File: src/design/lsos_pkg.sv
package lsos_pkg;

  localparam int RANGE_W = 16;
  localparam int POS_W = 32;
  localparam int LIMIT_W = 31;
  localparam int OBJ_W = 8;
  localparam int OUT_IDX_W = 10;
  localparam int CFG_IDX_W = 3;
  localparam int CFG_DATA_W = 31;
  localparam int QUEUE_DEPTH = 4;

  typedef logic [CFG_IDX_W-1:0] cfg_idx_t;

  localparam cfg_idx_t CFG_MAX_OBJECTS = 3'd0;
  localparam cfg_idx_t CFG_GAP_THRESHOLD = 3'd1;
  localparam cfg_idx_t CFG_MIN_DISTANCE = 3'd2;
  localparam cfg_idx_t CFG_X_LIMIT = 3'd3;
  localparam cfg_idx_t CFG_Y_LIMIT = 3'd4;

  localparam logic [OBJ_W-1:0] RST_MAX_OBJECTS = 8'd16;
  localparam logic [RANGE_W-1:0] RST_GAP_THRESHOLD = 16'd90;
  localparam logic [RANGE_W-1:0] RST_MIN_DISTANCE = 16'd20;
  localparam logic [LIMIT_W-1:0] RST_X_LIMIT = 31'(1500 << 16);
  localparam logic [LIMIT_W-1:0] RST_Y_LIMIT = 31'(1000 << 16);

  localparam logic KIND_OBJECT = 1'b0;
  localparam logic KIND_SUMMARY = 1'b1;

  typedef struct packed {
    logic [OBJ_W-1:0] max_objects;
    logic [RANGE_W-1:0] gap_threshold;
    logic [RANGE_W-1:0] min_distance;
    logic [LIMIT_W-1:0] x_limit;
    logic [LIMIT_W-1:0] y_limit;
  } cfg_t;

  typedef struct packed {
    logic [RANGE_W-1:0] range_mm;
    logic valid;
    logic last;
  } point_t;

  typedef struct packed {
    logic obj_v;
    logic sum_v;
    logic [OUT_IDX_W-1:0] start_index;
    logic [OUT_IDX_W-1:0] point_count;
    logic [OBJ_W-1:0] total;
  } report_t;

endpackage

File: src/design/lsos_in_if.sv
interface lsos_in_if;
  import lsos_pkg::*;

  logic valid;
  logic ready;
  logic [RANGE_W-1:0] range_mm;
  logic signed [POS_W-1:0] pos_x;
  logic signed [POS_W-1:0] pos_y;
  logic last_point;

  modport source (output valid, range_mm, pos_x, pos_y, last_point, input ready);
  modport sink (input valid, range_mm, pos_x, pos_y, last_point, output ready);
endinterface

File: src/design/lsos_out_if.sv
interface lsos_out_if;
  import lsos_pkg::*;

  logic valid;
  logic ready;
  logic kind;
  logic [OUT_IDX_W-1:0] start_index;
  logic [OUT_IDX_W-1:0] point_count;
  logic [OBJ_W-1:0] object_total;
  logic last;

  modport source (output valid, kind, start_index, point_count, object_total, last,
                  input ready);
  modport sink (input valid, kind, start_index, point_count, object_total, last,
                output ready);
endinterface

File: src/design/lidar_scan_object_segmenter_core.sv
// a point is registered in the classify stage, and its results pass through the report queue and the output register
// throughput: one point per cycle while the report queue is not full; a final point of a scan that
// closes a reported object gives two results, the object report and then the scan summary
// the four-entry report queue lets the point side run on while the result side is stalled
// reset: synchronous, active low; clears the scan state and queue, loads register defaults
module lidar_scan_object_segmenter_core
  import lsos_pkg::*;
#(
  parameter int MAX_POINTS = 1024
) (
  input  logic                  clk,
  input  logic                  rst_n,
  lsos_in_if.sink               in_pt,
  lsos_out_if.source            out_res,
  input  logic                  cfg_we,
  input  cfg_idx_t              cfg_index,
  input  logic [CFG_DATA_W-1:0] cfg_wdata
);

  cfg_t cfg_r, cfg_nxt;

  always_comb begin
    cfg_nxt = cfg_r;
    if (cfg_we) begin
      unique case (cfg_index)
        CFG_MAX_OBJECTS:   cfg_nxt.max_objects = cfg_wdata[OBJ_W-1:0];
        CFG_GAP_THRESHOLD: cfg_nxt.gap_threshold = cfg_wdata[RANGE_W-1:0];
        CFG_MIN_DISTANCE:  cfg_nxt.min_distance = cfg_wdata[RANGE_W-1:0];
        CFG_X_LIMIT:       cfg_nxt.x_limit = cfg_wdata[LIMIT_W-1:0];
        CFG_Y_LIMIT:       cfg_nxt.y_limit = cfg_wdata[LIMIT_W-1:0];
        default:           cfg_nxt = cfg_r;
      endcase
    end
  end

  always_ff @(posedge clk) begin
    if (!rst_n) begin
      cfg_r.max_objects <= RST_MAX_OBJECTS;
      cfg_r.gap_threshold <= RST_GAP_THRESHOLD;
      cfg_r.min_distance <= RST_MIN_DISTANCE;
      cfg_r.x_limit <= RST_X_LIMIT;
      cfg_r.y_limit <= RST_Y_LIMIT;
    end else begin
      cfg_r <= cfg_nxt;
    end
  end

  logic q_push, q_full, q_head_valid, q_pop;
  report_t q_data, q_head;

  lsos_front #(
    .MAX_POINTS(MAX_POINTS)
  ) u_front (
    .clk    (clk),
    .rst_n  (rst_n),
    .in_pt  (in_pt),
    .cfg    (cfg_r),
    .q_full (q_full),
    .q_push (q_push),
    .q_data (q_data)
  );

  lsos_queue u_queue (
    .clk        (clk),
    .rst_n      (rst_n),
    .push       (q_push),
    .push_data  (q_data),
    .full       (q_full),
    .head_valid (q_head_valid),
    .head       (q_head),
    .pop        (q_pop)
  );

  lsos_report u_report (
    .clk        (clk),
    .rst_n      (rst_n),
    .head_valid (q_head_valid),
    .head       (q_head),
    .pop        (q_pop),
    .out_res    (out_res)
  );

  a_no_overflow: assert property (@(posedge clk) disable iff (!rst_n)
    q_push |-> !q_full)
    else $error("report queue overflow");

  a_no_empty_pop: assert property (@(posedge clk) disable iff (!rst_n)
    q_pop |-> q_head_valid)
    else $error("pop from empty report queue");

  a_summary_last: assert property (@(posedge clk) disable iff (!rst_n)
    (out_res.valid && (out_res.kind == KIND_SUMMARY)) |-> out_res.last)
    else $error("summary not marked last");

  a_object_total: assert property (@(posedge clk) disable iff (!rst_n)
    (out_res.valid && (out_res.kind == KIND_OBJECT)) |-> (out_res.object_total != '0))
    else $error("object report with zero total");

endmodule

File: src/design/lsos_front.sv
module lsos_front
  import lsos_pkg::*;
#(
  parameter int MAX_POINTS = 1024
) (
  input  logic      clk,
  input  logic      rst_n,
  lsos_in_if.sink   in_pt,
  input  cfg_t      cfg,
  input  logic      q_full,
  output logic      q_push,
  output report_t   q_data
);

  localparam int IDX_W = $clog2(MAX_POINTS);
  localparam logic [IDX_W-1:0] LAST_IDX = IDX_W'(MAX_POINTS - 1);
  localparam logic [IDX_W-1:0] MIN_COUNT = IDX_W'(2);

  // classify stage
  logic [POS_W-1:0] mag_x, mag_y;
  point_t pt_new;
  point_t a_pt_r;
  logic a_valid_r, a_valid_nxt;
  logic accept, b_take;

  always_comb begin
    mag_x = in_pt.pos_x[POS_W-1] ? (POS_W'(0) - $unsigned(in_pt.pos_x))
                                 : $unsigned(in_pt.pos_x);
    mag_y = in_pt.pos_y[POS_W-1] ? (POS_W'(0) - $unsigned(in_pt.pos_y))
                                 : $unsigned(in_pt.pos_y);
    pt_new.range_mm = in_pt.range_mm;
    pt_new.last = in_pt.last_point;
    pt_new.valid = (in_pt.range_mm >= cfg.min_distance)
                && (mag_x <= {1'b0, cfg.x_limit})
                && (mag_y <= {1'b0, cfg.y_limit});
  end

  assign b_take = a_valid_r && !q_full;
  assign in_pt.ready = !a_valid_r || b_take;
  assign accept = in_pt.valid && in_pt.ready;

  always_comb begin
    a_valid_nxt = a_valid_r;
    if (accept) begin
      a_valid_nxt = 1'b1;
    end else if (b_take) begin
      a_valid_nxt = 1'b0;
    end
  end

  always_ff @(posedge clk) begin
    if (!rst_n) begin
      a_valid_r <= 1'b0;
    end else begin
      a_valid_r <= a_valid_nxt;
    end
  end

  always_ff @(posedge clk) begin
    if (accept) begin
      a_pt_r <= pt_new;
    end
  end

  // segment tracking stage
  logic [IDX_W-1:0] point_index_r, point_index_nxt;
  logic in_object_r, in_object_nxt;
  logic [IDX_W-1:0] object_first_r, object_first_nxt;
  logic [RANGE_W-1:0] previous_range_r, previous_range_nxt;
  logic [OBJ_W-1:0] objects_found_r, objects_found_nxt;
  logic capacity_full_r, capacity_full_nxt;

  logic final_pt, brk, close_obj, open_after;
  logic [RANGE_W-1:0] diff;
  logic [IDX_W-1:0] count;
  report_t rep;

  always_comb begin
    point_index_nxt = point_index_r;
    in_object_nxt = in_object_r;
    object_first_nxt = object_first_r;
    previous_range_nxt = previous_range_r;
    objects_found_nxt = objects_found_r;
    capacity_full_nxt = capacity_full_r;

    final_pt = a_pt_r.last || (point_index_r >= LAST_IDX);
    diff = (a_pt_r.range_mm >= previous_range_r) ? (a_pt_r.range_mm - previous_range_r)
                                                 : (previous_range_r - a_pt_r.range_mm);
    brk = !a_pt_r.valid || (diff >= cfg.gap_threshold);
    close_obj = in_object_r && (brk || final_pt);
    count = point_index_r - object_first_r;

    rep.obj_v = 1'b0;
    rep.sum_v = final_pt;
    rep.start_index = OUT_IDX_W'(object_first_r);
    rep.point_count = OUT_IDX_W'(count);
    rep.total = objects_found_r;

    if (in_object_r && !close_obj) begin
      previous_range_nxt = a_pt_r.range_mm;
    end
    if (close_obj) begin
      in_object_nxt = 1'b0;
      if ((count > MIN_COUNT) && !capacity_full_r) begin
        if (objects_found_r >= cfg.max_objects) begin
          capacity_full_nxt = 1'b1;
        end else begin
          objects_found_nxt = objects_found_r + OBJ_W'(1);
          rep.obj_v = 1'b1;
          rep.total = objects_found_nxt;
        end
      end
    end

    open_after = in_object_r && !close_obj;
    if (!open_after && a_pt_r.valid && !final_pt) begin
      in_object_nxt = 1'b1;
      object_first_nxt = point_index_r;
      previous_range_nxt = a_pt_r.range_mm;
    end

    if (final_pt) begin
      point_index_nxt = '0;
      in_object_nxt = 1'b0;
      object_first_nxt = '0;
      previous_range_nxt = '0;
      objects_found_nxt = '0;
      capacity_full_nxt = 1'b0;
    end else begin
      point_index_nxt = point_index_r + IDX_W'(1);
    end
  end

  assign q_push = b_take && (rep.obj_v || rep.sum_v);
  assign q_data = rep;

  always_ff @(posedge clk) begin
    if (!rst_n) begin
      point_index_r <= '0;
      in_object_r <= 1'b0;
      object_first_r <= '0;
      previous_range_r <= '0;
      objects_found_r <= '0;
      capacity_full_r <= 1'b0;
    end else if (b_take) begin
      point_index_r <= point_index_nxt;
      in_object_r <= in_object_nxt;
      object_first_r <= object_first_nxt;
      previous_range_r <= previous_range_nxt;
      objects_found_r <= objects_found_nxt;
      capacity_full_r <= capacity_full_nxt;
    end
  end

endmodule

File: src/design/lsos_queue.sv
module lsos_queue
  import lsos_pkg::*;
(
  input  logic    clk,
  input  logic    rst_n,
  input  logic    push,
  input  report_t push_data,
  output logic    full,
  output logic    head_valid,
  output report_t head,
  input  logic    pop
);

  localparam int PTR_W = $clog2(QUEUE_DEPTH);

  report_t entry_r [QUEUE_DEPTH];
  logic [PTR_W-1:0] wr_ptr_r, wr_ptr_nxt;
  logic [PTR_W-1:0] rd_ptr_r, rd_ptr_nxt;
  logic [PTR_W:0] count_r, count_nxt;

  assign full = (count_r == (PTR_W+1)'(QUEUE_DEPTH));
  assign head_valid = (count_r != '0);
  assign head = entry_r[rd_ptr_r];

  always_comb begin
    wr_ptr_nxt = push ? wr_ptr_r + PTR_W'(1) : wr_ptr_r;
    rd_ptr_nxt = pop ? rd_ptr_r + PTR_W'(1) : rd_ptr_r;
    count_nxt = count_r + (PTR_W+1)'(push) - (PTR_W+1)'(pop);
  end

  always_ff @(posedge clk) begin
    if (!rst_n) begin
      wr_ptr_r <= '0;
      rd_ptr_r <= '0;
      count_r <= '0;
    end else begin
      wr_ptr_r <= wr_ptr_nxt;
      rd_ptr_r <= rd_ptr_nxt;
      count_r <= count_nxt;
    end
  end

  always_ff @(posedge clk) begin
    if (push) begin
      entry_r[wr_ptr_r] <= push_data;
    end
  end

endmodule

File: src/design/lsos_report.sv
module lsos_report
  import lsos_pkg::*;
(
  input  logic      clk,
  input  logic      rst_n,
  input  logic      head_valid,
  input  report_t   head,
  output logic      pop,
  lsos_out_if.source out_res
);

  logic out_valid_r, out_valid_nxt;
  logic kind_r, kind_nxt;
  logic [OUT_IDX_W-1:0] start_index_r, start_index_nxt;
  logic [OUT_IDX_W-1:0] point_count_r, point_count_nxt;
  logic [OBJ_W-1:0] object_total_r, object_total_nxt;
  logic last_r, last_nxt;
  logic phase_r, phase_nxt;
  logic load, done_entry;

  assign load = head_valid && (!out_valid_r || out_res.ready);

  // object report first, then the summary of the same request
  always_comb begin
    if (head.obj_v && !phase_r) begin
      kind_nxt = KIND_OBJECT;
      start_index_nxt = head.start_index;
      point_count_nxt = head.point_count;
      last_nxt = !head.sum_v;
      done_entry = !head.sum_v;
    end else begin
      kind_nxt = KIND_SUMMARY;
      start_index_nxt = '0;
      point_count_nxt = '0;
      last_nxt = 1'b1;
      done_entry = 1'b1;
    end
    object_total_nxt = head.total;
    phase_nxt = phase_r;
    if (load) begin
      phase_nxt = !done_entry;
    end
    out_valid_nxt = out_valid_r;
    if (load) begin
      out_valid_nxt = 1'b1;
    end else if (out_res.ready) begin
      out_valid_nxt = 1'b0;
    end
  end

  assign pop = load && done_entry;

  always_ff @(posedge clk) begin
    if (!rst_n) begin
      out_valid_r <= 1'b0;
      phase_r <= 1'b0;
    end else begin
      out_valid_r <= out_valid_nxt;
      phase_r <= phase_nxt;
    end
  end

  always_ff @(posedge clk) begin
    if (load) begin
      kind_r <= kind_nxt;
      start_index_r <= start_index_nxt;
      point_count_r <= point_count_nxt;
      object_total_r <= object_total_nxt;
      last_r <= last_nxt;
    end
  end

  assign out_res.valid = out_valid_r;
  assign out_res.kind = kind_r;
  assign out_res.start_index = start_index_r;
  assign out_res.point_count = point_count_r;
  assign out_res.object_total = object_total_r;
  assign out_res.last = last_r;

endmodule

File: src/flat_wrapper.sv
// flat-port wrapper written by rule: the top's interface ports become plain ports
module lidar_scan_object_segmenter_core_flat import lsos_pkg::*;
#(
  parameter int MAX_POINTS = 1024
)
  (clk, rst_n, cfg_we, cfg_index, cfg_wdata, in_pt_valid, in_pt_range_mm, in_pt_pos_x, in_pt_pos_y, in_pt_last_point, in_pt_ready, out_res_valid, out_res_kind, out_res_start_index, out_res_point_count, out_res_object_total, out_res_last, out_res_ready);
  lsos_in_if in_pt_i ();
  lsos_out_if out_res_i ();
  input  logic clk;
  input  logic rst_n;
  input  logic cfg_we;
  input  cfg_idx_t cfg_index;
  input  logic [CFG_DATA_W-1:0] cfg_wdata;
  input wire logic [$bits(in_pt_i.valid)-1:0] in_pt_valid;
  input wire logic [$bits(in_pt_i.range_mm)-1:0] in_pt_range_mm;
  input wire logic [$bits(in_pt_i.pos_x)-1:0] in_pt_pos_x;
  input wire logic [$bits(in_pt_i.pos_y)-1:0] in_pt_pos_y;
  input wire logic [$bits(in_pt_i.last_point)-1:0] in_pt_last_point;
  output wire logic [$bits(in_pt_i.ready)-1:0] in_pt_ready;
  output wire logic [$bits(out_res_i.valid)-1:0] out_res_valid;
  output wire logic [$bits(out_res_i.kind)-1:0] out_res_kind;
  output wire logic [$bits(out_res_i.start_index)-1:0] out_res_start_index;
  output wire logic [$bits(out_res_i.point_count)-1:0] out_res_point_count;
  output wire logic [$bits(out_res_i.object_total)-1:0] out_res_object_total;
  output wire logic [$bits(out_res_i.last)-1:0] out_res_last;
  input wire logic [$bits(out_res_i.ready)-1:0] out_res_ready;
  assign in_pt_i.valid = in_pt_valid;
  assign in_pt_i.range_mm = in_pt_range_mm;
  assign in_pt_i.pos_x = in_pt_pos_x;
  assign in_pt_i.pos_y = in_pt_pos_y;
  assign in_pt_i.last_point = in_pt_last_point;
  assign in_pt_ready = in_pt_i.ready;
  assign out_res_valid = out_res_i.valid;
  assign out_res_kind = out_res_i.kind;
  assign out_res_start_index = out_res_i.start_index;
  assign out_res_point_count = out_res_i.point_count;
  assign out_res_object_total = out_res_i.object_total;
  assign out_res_last = out_res_i.last;
  assign out_res_i.ready = out_res_ready;
  lidar_scan_object_segmenter_core #(.MAX_POINTS(MAX_POINTS)) u_core (.clk(clk), .rst_n(rst_n), .in_pt(in_pt_i), .out_res(out_res_i), .cfg_we(cfg_we), .cfg_index(cfg_index), .cfg_wdata(cfg_wdata));
endmodule
File: config.mk
export PLATFORM = sky130hd
export DESIGN_NAME = lidar_scan_object_segmenter_core_flat
export DESIGN_NICKNAME = d
export VERILOG_FILES = /design/src/design/lsos_pkg.sv /design/src/design/lsos_in_if.sv /design/src/design/lsos_out_if.sv /design/src/design/lidar_scan_object_segmenter_core.sv /design/src/design/lsos_front.sv /design/src/design/lsos_queue.sv /design/src/design/lsos_report.sv /design/src/flat_wrapper.sv
export SDC_FILE = /design/constraint.sdc
export NUM_CORES = 1
export LEC_CHECK = 0
export BUFFER_PORTS_ARGS = -buffer_cell sky130_fd_sc_hd__buf_2
export CELL_PAD_IN_SITES_DETAIL_PLACEMENT = 1
export CELL_PAD_IN_SITES_GLOBAL_PLACEMENT = 2
export CORE_UTILIZATION = 40
export CTS_CLUSTER_DIAMETER = 150
export CTS_CLUSTER_SIZE = 14
export DETAILED_ROUTE_END_ITERATION = 8
export GPL_ROUTABILITY_DRIVEN = 0
export GPL_TIMING_DRIVEN = 0
export PLACE_DENSITY = 0.82
export SLEW_MARGIN = 20
export SYNTH_ARGS = -nofsm -noshare
export SYNTH_HDL_FRONTEND = slang
export SYNTH_SLANG_ARGS = --single-unit
File: constraint.sdc
create_clock -name clk -period 15.2 [get_ports clk]
set_clock_uncertainty 0.2 [all_clocks]
set_input_delay 0 -clock clk [delete_from_list [all_inputs] [get_ports clk]]
set_output_delay 0 -clock clk [all_outputs]
set_load 0.02 [all_outputs]
==> impl_metrics.tcl <==
set metrics [dict create \
    synth-seq-area-share_pct 46.4 \
    layout_commonest_cell "nand2_1" \
    grt_max_degree 24 \
    h-tree-depth 1 \
    tightest_slew_ns 0.845 \
    routed-via-count 14100 \
    grt_pass1_vias 15100 \
    dieWidth_um 213 \
    timing.final.crit_share_pct 52.4 \
    gr-total-overflow 0 \
    slew_headroom_pct 43.7 \
    synthArstFlopShare_pct 0 \
    clkLatencyLatePin_ns 0.58 \
    fin_nets 2342 \
    antenna_found_initial 1 \
    synthDistinctLibCells 70 \
    crit-reg2reg-launch "u_core.u_front.a_pt_r[13]" \
    drc 0 \
    r2r_cells 29 \
    ys_ff_latch 328 \
    setup_viol 0 \
    worstHoldStart "in_pt_range_mm[5]" \
    syn_area_per_cell_sq_um 9.91 \
    area_growth_pct 18.8 \
    top_layer_used "met5" \
    grt_usage_pct 23.3 \
    viasPerCell 5.29 \
    wl_per_cell_um 19.5 \
    critPathMaxFanout 10 \
    drtAntennaViolNets 0 \
    hold_viol 0 \
    timing.reg2reg.setup_slack_ns 7.24 \
    worst_slack_ns 7.24 \
    initial_utilization_pct 40.9 \
    cts_tree "done" \
    die_h_um 213 \
    final_cell_mix "nand2_1 (273), inv_1 (170), edfxtp_1 (168)" \
    cts_inserted_buffers 27 \
    ctsHoldBuffers 89 \
    end_kind "flip-flop" \
    worst_setup_path_start_kind "flip-flop" \
    critPathMaxStageDelay_ns 0.60 \
    ir_drop_mv 0.0946 \
    grt_pass1_wl_mm 81.7 \
    fin_crit_ns 7.96 \
    slew_viol_final 0 \
    crit_type "flip-flop to flip-flop" \
    register_area_sq_mm 0.00825 \
    critical_path.slowest_cell "o31ai_1" \
    synth-edff-count 168 \
    fillCellCount 4975 \
    wl_met3_mm 1.62 \
    syn_nets 2068 \
    clock-sinks 328 \
    max_clock_freq_ghz 0.126 \
    rsz0062_at_grt "false" \
    leakage_nw 7.96 \
    wl_met2_mm 26.1 \
    synth.top_cell.area_share_pct 28.4 \
    yosysWarnings 0 \
    required_ns 15.44 \
    cts_root_buf "clkbuf_16" \
    wl_met1_mm 22.6 \
    postRouteWirelength_mm 51.9 \
    netlist_area_sq_mm 0.0178 \
    final.setup.tns_ns 0 \
    clockBufferDepth 3 \
    drive_above_1_share_pct 11.7 \
    postCtsResizedCells 0 \
    rows 76 \
    yosys-top-cells-area "edfxtp_1 (28%), dfxtp_1 (18%), ha_1 (11%)" \
    synth_ff_type "edfxtp_1" \
    hp-class "input port to flip-flop" \
    holdPathStages 2 \
    dieArea_sq_mm 0.0452 \
    dp_hpwl_mm 39.5 \
    utilization_pct 48.5 \
    firstDrtPassIters 5 \
    dp_slack_ns 7.21 \
    cp.arrival_ns 8.20 \
    cpMostUsedCell "ha_1" \
    outcome "finished clean" \
    synthCells 1792 \
    cap_viol_max_count 0 \
    r2r-end "u_core.u_queue.count_r[2]" \
    multi_input_area_sq_mm 0.00863 \
    initialDrtViolationCount 567 \
    portBuffers 150 \
    ios 152 \
    whs_endpoint "u_core.u_front.a_pt_r[7]" \
    post-cts-setup-buffer-count 0 \
    core_sq_mm 0.0435 \
    p_per_area_mw_per_mm2 109 \
    path_clk_slew_ns 0.08 \
    synth_area_leader_cell "edfxtp_1" \
]
## Yosys cell counts (25+ instances only)
cell type  count
xnor2_1       81
dfxtp_1      160
clkbuf_1      59
edfxtp_1     168
nand3_1       37
nand2_1      273
ha_1         152
nor2_1        54
nand4_1       25
a21o_1        45
o21ai_0       64
a21oi_1      168
o211ai_1      28
inv_1        170
mux4_2        30
nor2b_1       36
## layout make-up
type	count	area share, %
diodes	1	0.0119
plain buffers	72	1.29
clock buffers	44	3.51
clock inverters	2	0.136
inverters	171	3.04
multi-input cells	1221	40.9
flip-flops and latches	328	39.1
well taps	585	3.47
repair buffers	245	8.51
## worst max-delay path by stage
stage                                    endpoint  depth (start not counted)                 startpoint  slack (ns)
global placement    u_core.u_queue.entry_r[0][23]                         22   u_core.u_front.a_pt_r[9]        7.01
finish                  u_core.u_queue.count_r[2]                         29  u_core.u_front.a_pt_r[13]        7.24
detailed placement      u_core.u_queue.count_r[2]                         29   u_core.u_front.a_pt_r[9]        7.21
global route            u_core.u_queue.count_r[2]                         29   u_core.u_front.a_pt_r[5]        6.72
CTS                     u_core.u_queue.count_r[2]                         29   u_core.u_front.a_pt_r[9]        7.19
floorplan               u_core.u_queue.count_r[2]                         28  u_core.u_front.a_pt_r[11]        9.13
## worst max-delay path, delay by kind of cell, from the launching register on
| kind | cells | cell delay [ns] |
|---|---|---|
| buffers and inverters | 6 | 1.48 |
| AND/OR/NAND/NOR | 7 | 1.05 |
| XOR/XNOR | 3 | 0.49 |
| flip-flops | 1 | 0.40 |
| adder cells (fa/ha/maj) | 5 | 1.44 |
| AO/OA/AOI/OAI | 8 | 2.74 |
## kinds of logic after synthesis
family | Yosys count | synth area share, %
muxes | 44 | 4.61
AOI/OAI and AO/OA | 402 | 14.1
xor gates and xnor gates | 95 | 4.69
and+or+nand+nor | 524 | 13.9
buffers and inverters | 243 | 5.14
adders and majority gates | 156 | 11.2
DFF | 328 | 46.4
## power breakdown
group | internal, mW | total, mW | leakage, nW | switching (mW)
Sequential | 1.02 | 1.05 | 2.90 | 0.0306
Clock | 0.334 | 0.656 | 0.367 | 0.323
Combinational | 0.237 | 0.589 | 4.69 | 0.352
Total | 1.59 | 2.29 | 7.96 | 0.705
## sequential cells by signal, summed over array words and instances (netlist names), 10 cells and up, named ones only
| register | count |
|---|---|
| u_core.u_front.a_pt_r | 18 |
| u_core.u_queue.entry_r | 120 |
| u_core.u_front.object_first_r | 10 |
| u_core.cfg_r | 102 |
| u_core.u_report.out_res.point_count | 10 |
| u_core.u_front.point_index_r | 10 |
| u_core.u_report.out_res.start_index | 10 |
| u_core.u_front.previous_range_r | 16 |
## stage by stage
step           area (sq um)  hold WS (ns)  cells  power (mW)
6_report              21100        0.0110   2669        2.29
5_1_grt               21100       0.00770   2668        2.41
4_1_cts               21100       0.00413   2668        2.32
3_5_place_dp          19400       0.00477   2533        1.64
3_3_place_gp          19200       0.00536   2527        1.60
2_1_floorplan         17800        -0.101   1792        1.43
## metal layers
layer  track usage [%]  up-vias
li1                  -     6879
met1              28.5     6937
met2              42.1      212
met3              2.93       76
met4              7.59        2
met5                 0        -
(Power assumes the default switching activity.)
